**src/design/sfca_pkg.sv**
```systemverilog
// ----------------------------------------------------------------------------
// sfca_pkg
// Shared types, codes and fixed-point constants of the structure-factor
// cosine accumulator.
// ----------------------------------------------------------------------------
package sfca_pkg;

    localparam int OP_W     = 2;
    localparam int DISP_W   = 24;
    localparam int IDX_W    = 9;
    localparam int CFG_W    = 16;
    localparam int VAL_W    = 32;
    localparam int PH_W     = 27;
    localparam int ANG_W    = 28;
    localparam int XY_W     = 32;
    localparam int TERM_W   = 17;
    localparam int PROD_W   = DISP_W + CFG_W + 1;
    localparam int CORDIC_N = 16;

    localparam logic [OP_W-1:0] OP_CLEAR = 2'd0;
    localparam logic [OP_W-1:0] OP_ACC   = 2'd1;
    localparam logic [OP_W-1:0] OP_READ  = 2'd2;

    localparam logic REG_GRID_STEP  = 1'b0;
    localparam logic REG_ATOM_COUNT = 1'b1;

    localparam logic [PH_W-1:0]         TWO_PI    = 27'd105414358;
    localparam logic signed [ANG_W-1:0] PI_A      = 28'sd52707179;
    localparam logic signed [ANG_W-1:0] TWO_PI_A  = 28'sd105414358;
    localparam logic signed [ANG_W-1:0] HALF_PI_A = 28'sd26353589;
    localparam logic signed [XY_W-1:0]  GAIN_Q30  = 32'sd652032874;
    localparam logic signed [XY_W-1:0]  ROUND_Q16 = 32'sd32768;
    localparam logic signed [XY_W-1:0]  ONE_Q14   = 32'sd16384;

    typedef struct packed {
        logic [OP_W-1:0]          opcode;
        logic signed [DISP_W-1:0] disp_x;
        logic signed [DISP_W-1:0] disp_y;
        logic signed [DISP_W-1:0] disp_z;
        logic [IDX_W-1:0]         read_index;
    } t_item;

    function automatic logic signed [ANG_W-1:0] atan_q24(input logic [3:0] i);
        logic signed [ANG_W-1:0] v;
        case (i)
            4'd0:    v = 28'sd13176795;
            4'd1:    v = 28'sd7778716;
            4'd2:    v = 28'sd4110060;
            4'd3:    v = 28'sd2086331;
            4'd4:    v = 28'sd1047214;
            4'd5:    v = 28'sd524117;
            4'd6:    v = 28'sd262123;
            4'd7:    v = 28'sd131069;
            4'd8:    v = 28'sd65536;
            4'd9:    v = 28'sd32768;
            4'd10:   v = 28'sd16384;
            4'd11:   v = 28'sd8192;
            4'd12:   v = 28'sd4096;
            4'd13:   v = 28'sd2048;
            4'd14:   v = 28'sd1024;
            default: v = 28'sd512;
        endcase
        return v;
    endfunction

    // modular add / subtract of reduced phases in [0, 2pi)
    function automatic logic [PH_W-1:0] phase_add(input logic [PH_W-1:0] a,
                                                  input logic [PH_W-1:0] b);
        logic [PH_W:0] s;
        s = {1'b0, a} + {1'b0, b};
        if (s >= {1'b0, TWO_PI}) begin
            s = s - {1'b0, TWO_PI};
        end
        return s[PH_W-1:0];
    endfunction

    function automatic logic [PH_W-1:0] phase_sub(input logic [PH_W-1:0] a,
                                                  input logic [PH_W-1:0] b);
        logic [PH_W:0] s;
        if (a >= b) begin
            s = {1'b0, a} - {1'b0, b};
        end else begin
            s = {1'b0, a} + {1'b0, TWO_PI} - {1'b0, b};
        end
        return s[PH_W-1:0];
    endfunction

endpackage

```
**src/design/sfca_front.sv**
```systemverilog
// ----------------------------------------------------------------------------
// sfca_front
// Accepts items, drops unused opcodes and queues the rest for the back end.
// ----------------------------------------------------------------------------
module sfca_front (
    input  logic             i_clk,
    input  logic             i_rst_n,
    input  logic             i_push,
    input  sfca_pkg::t_item  i_item,
    input  logic             i_hold,
    output logic             o_full,
    output logic             o_q_valid,
    output sfca_pkg::t_item  o_q_item,
    input  logic             i_q_pop
);

    localparam int DEPTH = 4;
    localparam int PW    = $clog2(DEPTH);

    sfca_pkg::t_item r_mem [0:DEPTH-1];
    logic [PW-1:0]   r_wp;
    logic [PW-1:0]   r_rp;
    logic [PW:0]     r_cnt;
    logic            keep;
    logic            enq;
    logic            deq;

    assign o_full    = (r_cnt == (PW+1)'(DEPTH)) || i_hold;
    assign keep      = (i_item.opcode == sfca_pkg::OP_CLEAR) ||
                       (i_item.opcode == sfca_pkg::OP_ACC) ||
                       (i_item.opcode == sfca_pkg::OP_READ);
    assign enq       = i_push && !o_full && keep;
    assign deq       = i_q_pop && o_q_valid;
    assign o_q_valid = (r_cnt != '0);
    assign o_q_item  = r_mem[r_rp];

    always_ff @(posedge i_clk) begin
        if (enq) begin
            r_mem[r_wp] <= i_item;
        end
    end

    always_ff @(posedge i_clk) begin
        if (!i_rst_n) begin
            r_wp  <= '0;
            r_rp  <= '0;
            r_cnt <= '0;
        end else begin
            if (enq) begin
                r_wp <= r_wp + 1'b1;
            end
            if (deq) begin
                r_rp <= r_rp + 1'b1;
            end
            case ({enq, deq})
                2'b10:   r_cnt <= r_cnt + 1'b1;
                2'b01:   r_cnt <= r_cnt - 1'b1;
                default: r_cnt <= r_cnt;
            endcase
        end
    end

endmodule

```
**config.mk**
```make
export PLATFORM = sky130hd
export DESIGN_NAME = sfca_front
export DESIGN_NICKNAME = d
export VERILOG_FILES = /design/src/design/sfca_pkg.sv /design/src/design/sfca_front.sv
export SDC_FILE = /design/constraint.sdc
export NUM_CORES = 1
export LEC_CHECK = 0
export ABC_CLOCK_PERIOD_IN_PS = 4500
export BUFFER_PORTS_ARGS = -buffer_cell sky130_fd_sc_hd__buf_2
export CAP_MARGIN = 20
export CORE_MARGIN = 1
export CORE_UTILIZATION = 57
export CTS_CLUSTER_DIAMETER = 80
export DETAILED_ROUTE_END_ITERATION = 8
export MAX_ROUTING_LAYER = met4
export PLACE_DENSITY = 0.89
export SETUP_SLACK_MARGIN = 0.2
export SYNTH_ARGS = -nofsm -noshare
export SYNTH_HDL_FRONTEND = slang
export SYNTH_SLANG_ARGS = --single-unit
```
**constraint.sdc**
```tcl
create_clock -name i_clk -period 4.5 [get_ports i_clk]
set_input_delay 0.9 -clock i_clk [delete_from_list [all_inputs] [get_ports i_clk]]
set_output_delay 0.9 -clock i_clk [all_outputs]
set_load 0.01 [all_outputs]
```
After elaboration in Yosys (flattened, before gate mapping)
Memory sizes are Yosys's and may differ from the RTL's. A register that Yosys moved wholly into a read port is not among the register bits.
Index checks and enable logic that the tools add are counted.

word-level totals
  flip-flop bits (word level) = 7
  RAM bits = 332
  input bits = 88
  output and inout port bits = 85
  logic and storage cells = 28
  memories kept = 1

cells by class
  add/sub/neg operators = 4
  equal/unequal tests = 5
  multiplexer cells = 5
  reduce and logical (&&, ||, !) cells = 10

memories
  name   depth  width  read ports  clocked after Yosys merged registers in  wr ports  RTL line          text
  r_mem  4      83     1           1                                        1         sfca_front.sv:20  sfca_pkg::t_item r_mem [0:DEPTH-1];

operator list
  operator               number
  $pmux W3 S2            1
  $add A2 B1 Y2 const B  2
  $eq A2 B1 Y1 const B   2
  $eq A2 B2 Y1 const B   2
  $mux W2                2
  $add A3 B1 Y3 const B  1
  $eq A3 B3 Y1 const B   1
  $logic_and A1 B1 Y1    3
  $logic_or A1 B1 Y1     3
  $reduce_bool A3 Y1     1
  $sub A3 B1 Y3 const B  1
  $logic_not A2 Y1       1
  $mux W1                2
  $reduce_bool A2 Y1     1
  $logic_not A1 Y1       1

Logic depth before layout (Yosys ltp)
Gate-level depths: netlist of run 1.

  word-level depth = 7
  depth in mapped cells = 9
  mapped depth without buffers = 9

Least setup slack after synthesis of run 1
OpenSTA, ideal clock, no wires.

  path kind = input-to-reg
  start point = in i_push
  end point = mem r_mem[0][0] (netlist name), enable pin
  setup time = 0.451 ns
  arrival = 3.429 ns
  data required time = 4.049 ns
  setup slack = 0.620 ns
  stages = 3
  buffers on the path = 0
  path through = a21bo_2 a211oi_4 and2_1

between the ends
  word-level cells in the longest chain between the ends = 4

RTL lines
  element                           RTL line          text
  start: declaration                sfca_front.sv:8   input logic i_push,
  $logic_and A1 B1 Y1 (2 in a row)  sfca_front.sv:32  assign enq = i_push && !o_full && keep;
  $mux W1                           sfca_front.sv:38  if (enq) begin
  $mux W1 (not written as such)     sfca_front.sv:39  r_mem[r_wp] <= i_item;
  end: declaration                  sfca_front.sv:20

No other way between the ends.

==> flow_metrics.tcl, run 1 <==
set metrics [dict create \
    fmax_mhz 295 \
    async_flop_share 0 \
    power.total_mw 7.65 \
    final-max-slew-violation-count 0 \
    setup.worst_path.end "o_q_item[2]" \
    worst_ep_arrival_time_ps 2490 \
    clock_sinks 341 \
    ys_ff_latch 341 \
    period_minus_slack_ps 3390 \
    drt-initial-drc-count 459 \
    first_pass_iters 5 \
    vias_per_cell 5.81 \
    vdd.ir_drop.worst_v 0.000297 \
    synthTopCellsByArea "edfxtp_1 (80%), mux4_2 (15%), dfxtp_1 (1.4%)" \
    synth_flop_cell "edfxtp_1" \
    critPathMaxFanout 32 \
    hold_path_class "flop to flop" \
    status "completed" \
    holdBufCountCts 0 \
    worst_r2r_path_depth 4 \
    tightest_slew_ps 821 \
    wire_per_inst_um 24.4 \
    die_area_um2 22500 \
    synth_cell_types 24 \
    clkLatencyLatePin_ps 510 \
    clock_skew_ps 16.5 \
    final-seq-area_um2 10200 \
    slew_headroom 0.452 \
    hold_violations 0 \
    dieWidth_um 150 \
    num_rows 53 \
    finalWirelength_um 24300 \
    drv_cap 0 \
    crit_path_end_kind "output pin" \
    report.final.setup_viol 0 \
    grt.overflow.total 0 \
    p_leak_nw 4.90 \
    cts_tree "built" \
    clk_pin_slew_ps 60 \
    fill_cells 1234 \
    synth.avg_cell_area_um2 25.7 \
    rrSetupSlack_ps 2070 \
    ys_warn_count 0 \
    rsz0062_at_grt "no" \
    layout-drive-gt1-share 0.446 \
    multi_input_area_um2 2180 \
    cts_buffer_depth 3 \
    finalWeightedCongestion 0.761 \
    core_region_area_um2 21200 \
    grt_pass1_vias 6057 \
    grt_pass1_wl_um 36200 \
    synth_area_um2 12500 \
    dieHeight_um 150 \
    start_kind "flop" \
    htreeDepth 2 \
    cp.required_ps 3600 \
    cts_resized 0 \
    synth_edf_count 332 \
    cts_buffers 34 \
    post_cts_buffers 0 \
    fin_ws_ps 1110 \
    dp_hpwl_um 14400 \
    ant_nets 0 \
    start_util 0.588 \
    final_common_cell "edfxtp_1" \
    drc 0 \
    seq_area_frac_synth 0.813 \
    synth_top_area_share 0.798 \
    syn_inst 486 \
    antenna_found_initial 5 \
    period_share 0.754 \
    final_cell_mix "edfxtp_1 (332), buf_2 (172), mux4_2 (83), clkbuf_16 (37), clkinv_1 (10)" \
    cts-root-buf "clkbuf_16" \
    dpl_worst_slack_ps 1320 \
    final_net_count 779 \
    num_io_pins 173 \
    reg2reg_to "r_mem[0][8]" \
    syn2layout_area_growth_pct 18.4 \
    grt_usage 0.232 \
    grt_max_degree 84 \
    vias 5766 \
    layoutNonFillerInstCount 993 \
    cellPowerDensity_nw_per_um2 518 \
    dp.cells 923 \
    syn_nets 580 \
    tns_ps 0 \
    path_class "flop to output pin" \
    port_buffers 172 \
    synth_area_leader_cell "edfxtp_1" \
    reg2reg_from "r_cnt[0]" \
]
## per-layer routing
metal	up-vias	share of wire	track usage
met1	2978	0.38	0.296
met4	0	0.019	0.0591
met3	41	0.088	0.0601
met5	-	0	-
met2	260	0.51	0.375
li1	2487	-	-
## worst max-delay path, stage by stage, from the launching register on
cell,delay (ps)
dfxtp_4,780
buf_4,440
mux4_2,580
buf_2,160
## sequential cells by signal, summed over array words and instances, names as in the netlist, named ones only
signal  cells
r_rp        2
r_wp        2
r_cnt       3
r_mem     332
## per-stage QoR
step | util | hold slack (ps) | instance area [um2]
2_1_floorplan | - | 468 | 12500
3_3_place_gp | 0.644 | 479 | 13700
3_5_place_dp | 0.644 | 511 | 13700
4_1_cts | 0.695 | 518 | 14700
5_1_grt | 0.696 | 542 | 14800
6_report | 0.697 | 514 | 14800
## cell type report
cell class                      count  area share
Clock inverter                     14     0.00601
Tap cell                          275      0.0233
Clock buffer                       48      0.0675
Antenna cell                        7     0.00119
Multi-Input combinational cell    120       0.148
Sequential cell                   341       0.687
Inverter                            6     0.00152
Timing Repair Buffer              182      0.0659
## cell families (layout without fill, tap and decap cells)
kind of cell               count (synthesis)  count (layout)  synth area share
other                                      0               7                 0
buffers and inverters                     25             250            0.0132
muxes                                     85              85             0.151
adders and majority gates                  6               6           0.00661
AOI/OAI and AO/OA                          8               8           0.00581
and+or+nand+nor                           17              17           0.00731
xor gates and xnor gates                   4               4           0.00281
DFF                                      341             341             0.813
## cells in the mapped netlist, types with 3 or more instances
library cell,instances
and2_1,7
buf_2,9
buf_6,8
dfxtp_1,9
edfxtp_1,332
ha_1,5
inv_1,6
mux4_2,83
nand2_1,5
xnor2_1,3
## power breakdown
group / internal [mW] / switching [mW] / leakage [nW]
sequential: 3.59 / 0.122 / 3.08
clock: 1.60 / 1.12 / 0.525
combinational: 0.642 / 0.579 / 1.30
total: 5.83 / 1.82 / 4.90
## how the worst min path moves through the flow
stage,slack [ps],cells after the start,startpoint,end
final,510,2,r_wp[1],r_wp[1]
after global routing,540,2,r_wp[0],r_wp[0]
after CTS,520,2,r_wp[1],r_wp[1]
after detailed placement,510,2,r_wp[1],r_wp[1]
after global placement,480,2,r_wp[1],r_wp[1]
after floorplan,470,2,r_wp[1],r_wp[1]
(Power assumes the default switching activity.)
==> run 2, diff against run 1 <==
--- a/config.mk
+++ b/config.mk
@@ -5,15 +5,16 @@
 export SDC_FILE = /design/constraint.sdc
 export NUM_CORES = 1
 export LEC_CHECK = 0
-export ABC_CLOCK_PERIOD_IN_PS = 4500
+export ABC_AREA = 1
+export ABC_CLOCK_PERIOD_IN_PS = 3100
 export BUFFER_PORTS_ARGS = -buffer_cell sky130_fd_sc_hd__buf_2
 export CAP_MARGIN = 20
 export CORE_MARGIN = 1
-export CORE_UTILIZATION = 57
+export CORE_UTILIZATION = 51
 export CTS_CLUSTER_DIAMETER = 80
 export DETAILED_ROUTE_END_ITERATION = 8
 export MAX_ROUTING_LAYER = met4
-export PLACE_DENSITY = 0.89
+export PLACE_DENSITY = 0.85
 export SETUP_SLACK_MARGIN = 0.2
 export SYNTH_ARGS = -nofsm -noshare
 export SYNTH_HDL_FRONTEND = slang
==> constraint.sdc (replaced) <==
create_clock -name i_clk -period 3.1 [get_ports i_clk]
set_input_delay 0.62 -clock i_clk [delete_from_list [all_inputs] [get_ports i_clk]]
set_output_delay 0.62 -clock i_clk [all_outputs]
set_load 0.01 [all_outputs]
==> run 2 against run 1 <==
Clock skew fell by 2.5 ps; sequential cell count did not move; worst setup slack lost 780 ps; sequential power is 42% higher; critical path type unchanged; combinational power is 110% higher; largest power group unchanged; via count grew 36%; sequential share of layout area is 1.5 points lower; non-clock buffer count grew 7.
==> flow_metrics.tcl, run 2 <==
set metrics [dict create \
    status "completed" \
    ys_ff_latch 341 \
    htreeDepth 2 \
    whs_ps 332 \
    cts_resized 0 \
    synth_area_um2 12800 \
    path_class "flop to output pin" \
    hold_path_class "input pin to flop" \
    hold_violations 0 \
    clk_pin_slew_ps 60 \
    final-max-slew-violation-count 0 \
    synthTopCellsByArea "edfxtp_1 (78%), nor2_1 (5.2%), o21ai_0 (4.3%)" \
    clock_sinks 341 \
    drv_cap 0 \
    synth_top_area_share 0.778 \
    syn2layout_area_growth_pct 17.9 \
    ys_top_cells_by_count "edfxtp_1 (332), nor2_1 (177), o21ai_0 (109)" \
    first_pass_iters 5 \
    intPower_mw 8.46 \
    path_cells "buf_12 > o21ai_0 > o22ai_1 > buf_2" \
    vias_per_cell 5.62 \
    finalWirelength_um 26500 \
    report.final.setup_viol 0 \
    num_rows 57 \
    syn_inst 878 \
    holdBufCountCts 0 \
    final_common_cell "edfxtp_1" \
    switching_power_mw 3.36 \
    dp_hpwl_um 14700 \
    final_cell_mix "edfxtp_1 (332), nor2_1 (173), buf_2 (172), o21ai_0 (109), o22ai_1 (83)" \
    wire_per_inst_um 18.9 \
    grt_usage 0.213 \
    reg.largest.list "r_mem: 332 flops, r_cnt: 3 flops" \
    cp.required_ps 2480 \
    p_leak_nw 5.28 \
    cellPowerDensity_nw_per_um2 783 \
    layout-drive-gt1-share 0.230 \
    drc 0 \
    post-synth-top-count-cell "edfxtp_1" \
    grt_pass1_vias 7777 \
    drt-initial-drc-count 694 \
    vias 7866 \
    finalWeightedCongestion 0.755 \
    clkLatencyLatePin_ps 500 \
    fin_ws_ps 328 \
    vdd.ir_drop.worst_v 0.000541 \
    seq_area_frac_synth 0.792 \
    rsz0062_at_grt "no" \
    p_clk_frac 0.337 \
    ys_warn_count 0 \
    async_flop_share 0 \
    port_buffers 172 \
    dieWidth_um 161 \
    largest_reg_flops 332 \
    synth.avg_cell_area_um2 14.6 \
    grt_pass1_wl_um 41200 \
    critPathMaxFanout 166 \
    start_kind "flop" \
    post_cts_buffers 0 \
    ant_nets 0 \
    layoutNonFillerInstCount 1399 \
    die_area_um2 25800 \
    final_net_count 1143 \
    grt.overflow.total 0 \
    power.total_mw 11.8 \
    start_util 0.524 \
    dpl_worst_slack_ps 741 \
    synth_cell_types 21 \
    crit_path_max_incr_delay_ps 510 \
    p_sw_frac 0.284 \
    crit_path_end_kind "output pin" \
    dp.cells 1337 \
    fmax_mhz 361 \
    synth_flop_cell "edfxtp_1" \
    seq_power_share 0.447 \
    grt_max_degree 167 \
    slowest_stage "buf_12" \
    worst_ep_arrival_time_ps 2150 \
    cts_buffers 34 \
    dieHeight_um 161 \
    clock_skew_ps 14.1 \
    cts_buffer_depth 3 \
    tightest_slew_ps 677 \
    top_register "r_mem" \
    cts-root-buf "clkbuf_16" \
    syn_nets 972 \
    antenna_found_initial 1 \
    synth_edf_count 332 \
    core_region_area_um2 24500 \
    num_io_pins 173 \
    power_frac_comb 0.216 \
    period_share 0.894 \
    slew_headroom 0.549 \
    cts_tree "built" \
    synth_area_leader_cell "edfxtp_1" \
    period_minus_slack_ps 2770 \
]
-- run 2: cell types whose count changed in the layout (fill, tap and decap cells not counted), sizes merged, moves of 6 or more --
cell and change:
and2 -7, buf +7, diode -6, inv +17
mux4 -83, nand2 +10, nor2 +176, o21ai +167
o22ai +83
-- run 2: cell families after synthesis --
| logic type | Yosys count | synth area share |
|---|---|---|
| fa+ha+maj | 6 | 0.00644 |
| buf+inv | 76 | 0.0338 |
| simple gates | 199 | 0.0594 |
| compound gates | 256 | 0.108 |
| flops | 341 | 0.792 |
-- run 2: area by class of cell --
| cell class | instances | area, um2 |
|---|---|---|
| Inverter | 22 | 85.1 |
| Clock inverter | 16 | 159 |
| Multi-Input combinational cell | 461 | 2260 |
| Sequential cell | 341 | 10200 |
| Tap cell | 324 | 405 |
| Fill cell | 1760 | 9360 |
| Antenna cell | 1 | 2.50 |
| Clock buffer | 45 | 933 |
| Timing Repair Buffer | 189 | 1100 |
-- run 2: through the flow --
stage	instance area (um2)	util	TNS [ps]
after floorplan	12800	-	-207110
after global placement	14000	0.573	0
after detailed placement	14000	0.573	0
after CTS	15100	0.617	0
after global routing	15100	0.617	0
final	15100	0.617	0
-- run 2: path summary, 6_finish.rpt --
check	to	slack [ps]	depth (start not counted)	startpoint
setup reg to reg	r_cnt[2]	960	12	r_cnt[1]
setup / recovery	o_q_item[77]	330	4	flop
hold / removal	r_mem[1][26]	330	1	i_item[26]
hold reg to reg	flop	540	2	r_rp[1]
-- run 2: routing by layer --
layer	vias to the layer above	wire, um	global-route usage	share of wire
met2	322	13000	0.347	0.49
met5	-	0	-	0
met1	3854	11000	0.276	0.42
met4	0	593	0.0671	0.022
met3	54	1860	0.0359	0.070
li1	3636	-	-	-
-- run 2: critical path: cells and delay by family, from the launching register on --
kind,cells,cell delay [ps]
buffers and inverters,2,720
flip-flops,1,370
AO/OA/AOI/OAI,2,560
-- run 2: power by group through the flow --
stage	Combinational (mW)	Clock (mW)	Sequential, mW
CTS	2.57	4.05	5.28
global route	2.80	4.25	5.29
finish	2.55	3.99	5.28
detailed placement	2.56	0	5.38
global placement	2.49	0	5.37
floorplan	1.68	0	5.37
==> run 3, diff against run 2 <==
--- a/config.mk
+++ b/config.mk
@@ -6,16 +6,17 @@
 export NUM_CORES = 1
 export LEC_CHECK = 0
 export ABC_AREA = 1
-export ABC_CLOCK_PERIOD_IN_PS = 3100
+export ABC_CLOCK_PERIOD_IN_PS = 2700
 export BUFFER_PORTS_ARGS = -buffer_cell sky130_fd_sc_hd__buf_2
 export CAP_MARGIN = 20
 export CORE_MARGIN = 1
-export CORE_UTILIZATION = 51
+export CORE_UTILIZATION = 57
 export CTS_CLUSTER_DIAMETER = 80
 export DETAILED_ROUTE_END_ITERATION = 8
 export MAX_ROUTING_LAYER = met4
-export PLACE_DENSITY = 0.85
+export PLACE_DENSITY = 0.89
 export SETUP_SLACK_MARGIN = 0.2
+export SKIP_LAST_GASP = 1
 export SYNTH_ARGS = -nofsm -noshare
 export SYNTH_HDL_FRONTEND = slang
 export SYNTH_SLANG_ARGS = --single-unit
==> constraint.sdc (replaced) <==
create_clock -name i_clk -period 2.7 [get_ports i_clk]
set_input_delay 0.54 -clock i_clk [delete_from_list [all_inputs] [get_ports i_clk]]
set_output_delay 0.54 -clock i_clk [all_outputs]
set_load 0.01 [all_outputs]
==> run 3 against run 2 <==
Worst setup slack got worse by 94 ps; the run now ends with design-rule violations left; clock power increased by 4%; combinational power increased by 31%; critical endpoint is now o_q_item[35]; clock skew decreased by 6.1 ps.
==> flow_metrics.tcl, run 3 (same netlist as run 2, synthesis figures left out) <==
set metrics [dict create \
    seq_power_share 0.449 \
    reg2reg_from "r_cnt[1]" \
    cp.required_ps 2160 \
    reg2reg_to "r_cnt[2]" \
    grt_pass1_vias 7986 \
    rsz0062_at_grt "yes" \
    fin_ws_ps 234 \
    worstHoldPathCells 1 \
    drt-initial-drc-count 806 \
    start_util 0.584 \
    clk_pin_slew_ps 60 \
    num_io_pins 173 \
    drc 22 \
    period_share 0.913 \
    slew_headroom 0.632 \
    num_rows 54 \
    final_cell_mix "edfxtp_1 (332), nor2_1 (173), buf_2 (172), o21ai_0 (109), o22ai_1 (83)" \
    violations "design-rule violations" \
    tightest_slew_ps 551 \
    grt_usage 0.236 \
    final-max-slew-violation-count 0 \
    critPathMaxFanout 36 \
    drv_cap 0 \
    p_leak_nw 5.33 \
    vias 7962 \
    hold_violations 0 \
    cp_num_buf_inv 2 \
    crit_path_max_incr_delay_ps 490 \
    layout-drive-gt1-share 0.234 \
    clock_skew_ps 7.99 \
    grt.overflow.total 0 \
    dieWidth_um 152 \
    antenna_found_initial 4 \
    first_pass_iters 7 \
    htreeDepth 1 \
    power_frac_comb 0.245 \
    intPower_mw 9.63 \
    final_common_cell "edfxtp_1" \
    path_class "flop to output pin" \
    start_kind "flop" \
    grt_max_degree 84 \
    crit_family "flip-flops" \
    dpl_cell_area_um2 14000 \
    reg.largest.list "r_mem: 332 flops, r_cnt: 3 flops" \
    cellPowerDensity_nw_per_um2 894 \
    crit_path_end_kind "output pin" \
    hold_start "i_item[32]" \
    top_register "r_mem" \
    final_util 0.692 \
    vias_per_cell 5.85 \
    die_area_um2 23100 \
    final_net_count 1146 \
    p_clk_frac 0.306 \
    report.final.setup_viol 0 \
    tns_ps 0 \
    clock_sinks 341 \
    worst_r2r_path_depth 11 \
    vdd.ir_drop.worst_v 0.000729 \
    cts-root-buf "clkbuf_16" \
    worst_ep_arrival_time_ps 1930 \
    port_buffers 172 \
    path_cells "buf_16 > o21ai_0 > o22ai_1 > buf_2" \
    wire_per_inst_um 20.4 \
    cts_buffers 31 \
    rrSetupSlack_ps 610 \
    period_minus_slack_ps 2470 \
    finalWirelength_um 27700 \
    hold_path_class "input pin to flop" \
    clkLatencyLatePin_ps 540 \
    core_region_area_um2 22000 \
    ant_nets 0 \
    status "finished with violations" \
    design_area_um2 15200 \
    slowest_stage "dfxtp_4" \
    grt_pass1_wl_um 41100 \
    dp_hpwl_um 14300 \
    finalWeightedCongestion 0.783 \
    cts_tree "built" \
    power.total_mw 13.6 \
    p_sw_frac 0.292 \
    switching_power_mw 3.96 \
    worstHoldEndpoint "r_mem[1][32]" \
    largest_reg_flops 332 \
    cts_buffer_depth 3 \
    fmax_mhz 405 \
    syn2layout_area_growth_pct 18.6 \
    dieHeight_um 152 \
    dpl_worst_slack_ps 477 \
]
run 3: layout make-up:
cell class,instances,area (um2)
clock buffer,37,798
timing repair buffer,195,1340
antenna,4,10.0
multi-input combinational,461,2280
sequential,341,10200
fill,1413,6760
tap,280,350
clock inverter,20,170
inverter,22,90.1
run 3: routing by layer:
metal	share of wire	vias up	global-route usage
met1	0.39	3846	0.292
met2	0.49	409	0.392
li1	-	3657	-
met4	0.021	0	0.0753
met3	0.097	50	0.0508
met5	0	-	-
run 3: how the worst max path moves through the flow:
stage	end	from	slack, ps	depth (start not counted)
after floorplan	r_mem[0][0]	i_item[81]	120	3
after global placement	r_cnt[2]	i_item[82]	540	11
after detailed placement	r_cnt[2]	i_item[82]	480	11
after CTS	o_q_item[71]	flop	170	5
after global routing	o_q_item[69]	flop	170	5
final	o_q_item[35]	flop	230	4
run 3: through the flow:
step | hold slack, ps | cells
2_1_floorplan | 481 | 878
3_5_place_dp | 526 | 1288
4_1_cts | 183 | 1350
3_3_place_gp | 513 | 1288
5_1_grt | 193 | 1360
6_report | 208 | 1360
run 3: power groups by stage:
| stage | Combinational, mW | Clock [mW] | Sequential, mW |
|---|---|---|---|
| 3_3_place_gp | 2.77 | 0 | 6.22 |
| 5_1_grt | 3.59 | 4.41 | 6.11 |
| 3_5_place_dp | 2.87 | 0 | 6.23 |
| 4_1_cts | 3.10 | 4.23 | 6.10 |
| 2_1_floorplan | 1.94 | 0 | 6.16 |
| 6_report | 3.33 | 4.16 | 6.10 |
run 3: what timing repair did:
item,in CTS,in global routing
pin swaps,0,1
hold buffers,0,0
endpoints found under the setup margin,82,59
gates cloned,2,4
setup buffers,3,2
resized for setup,6,9
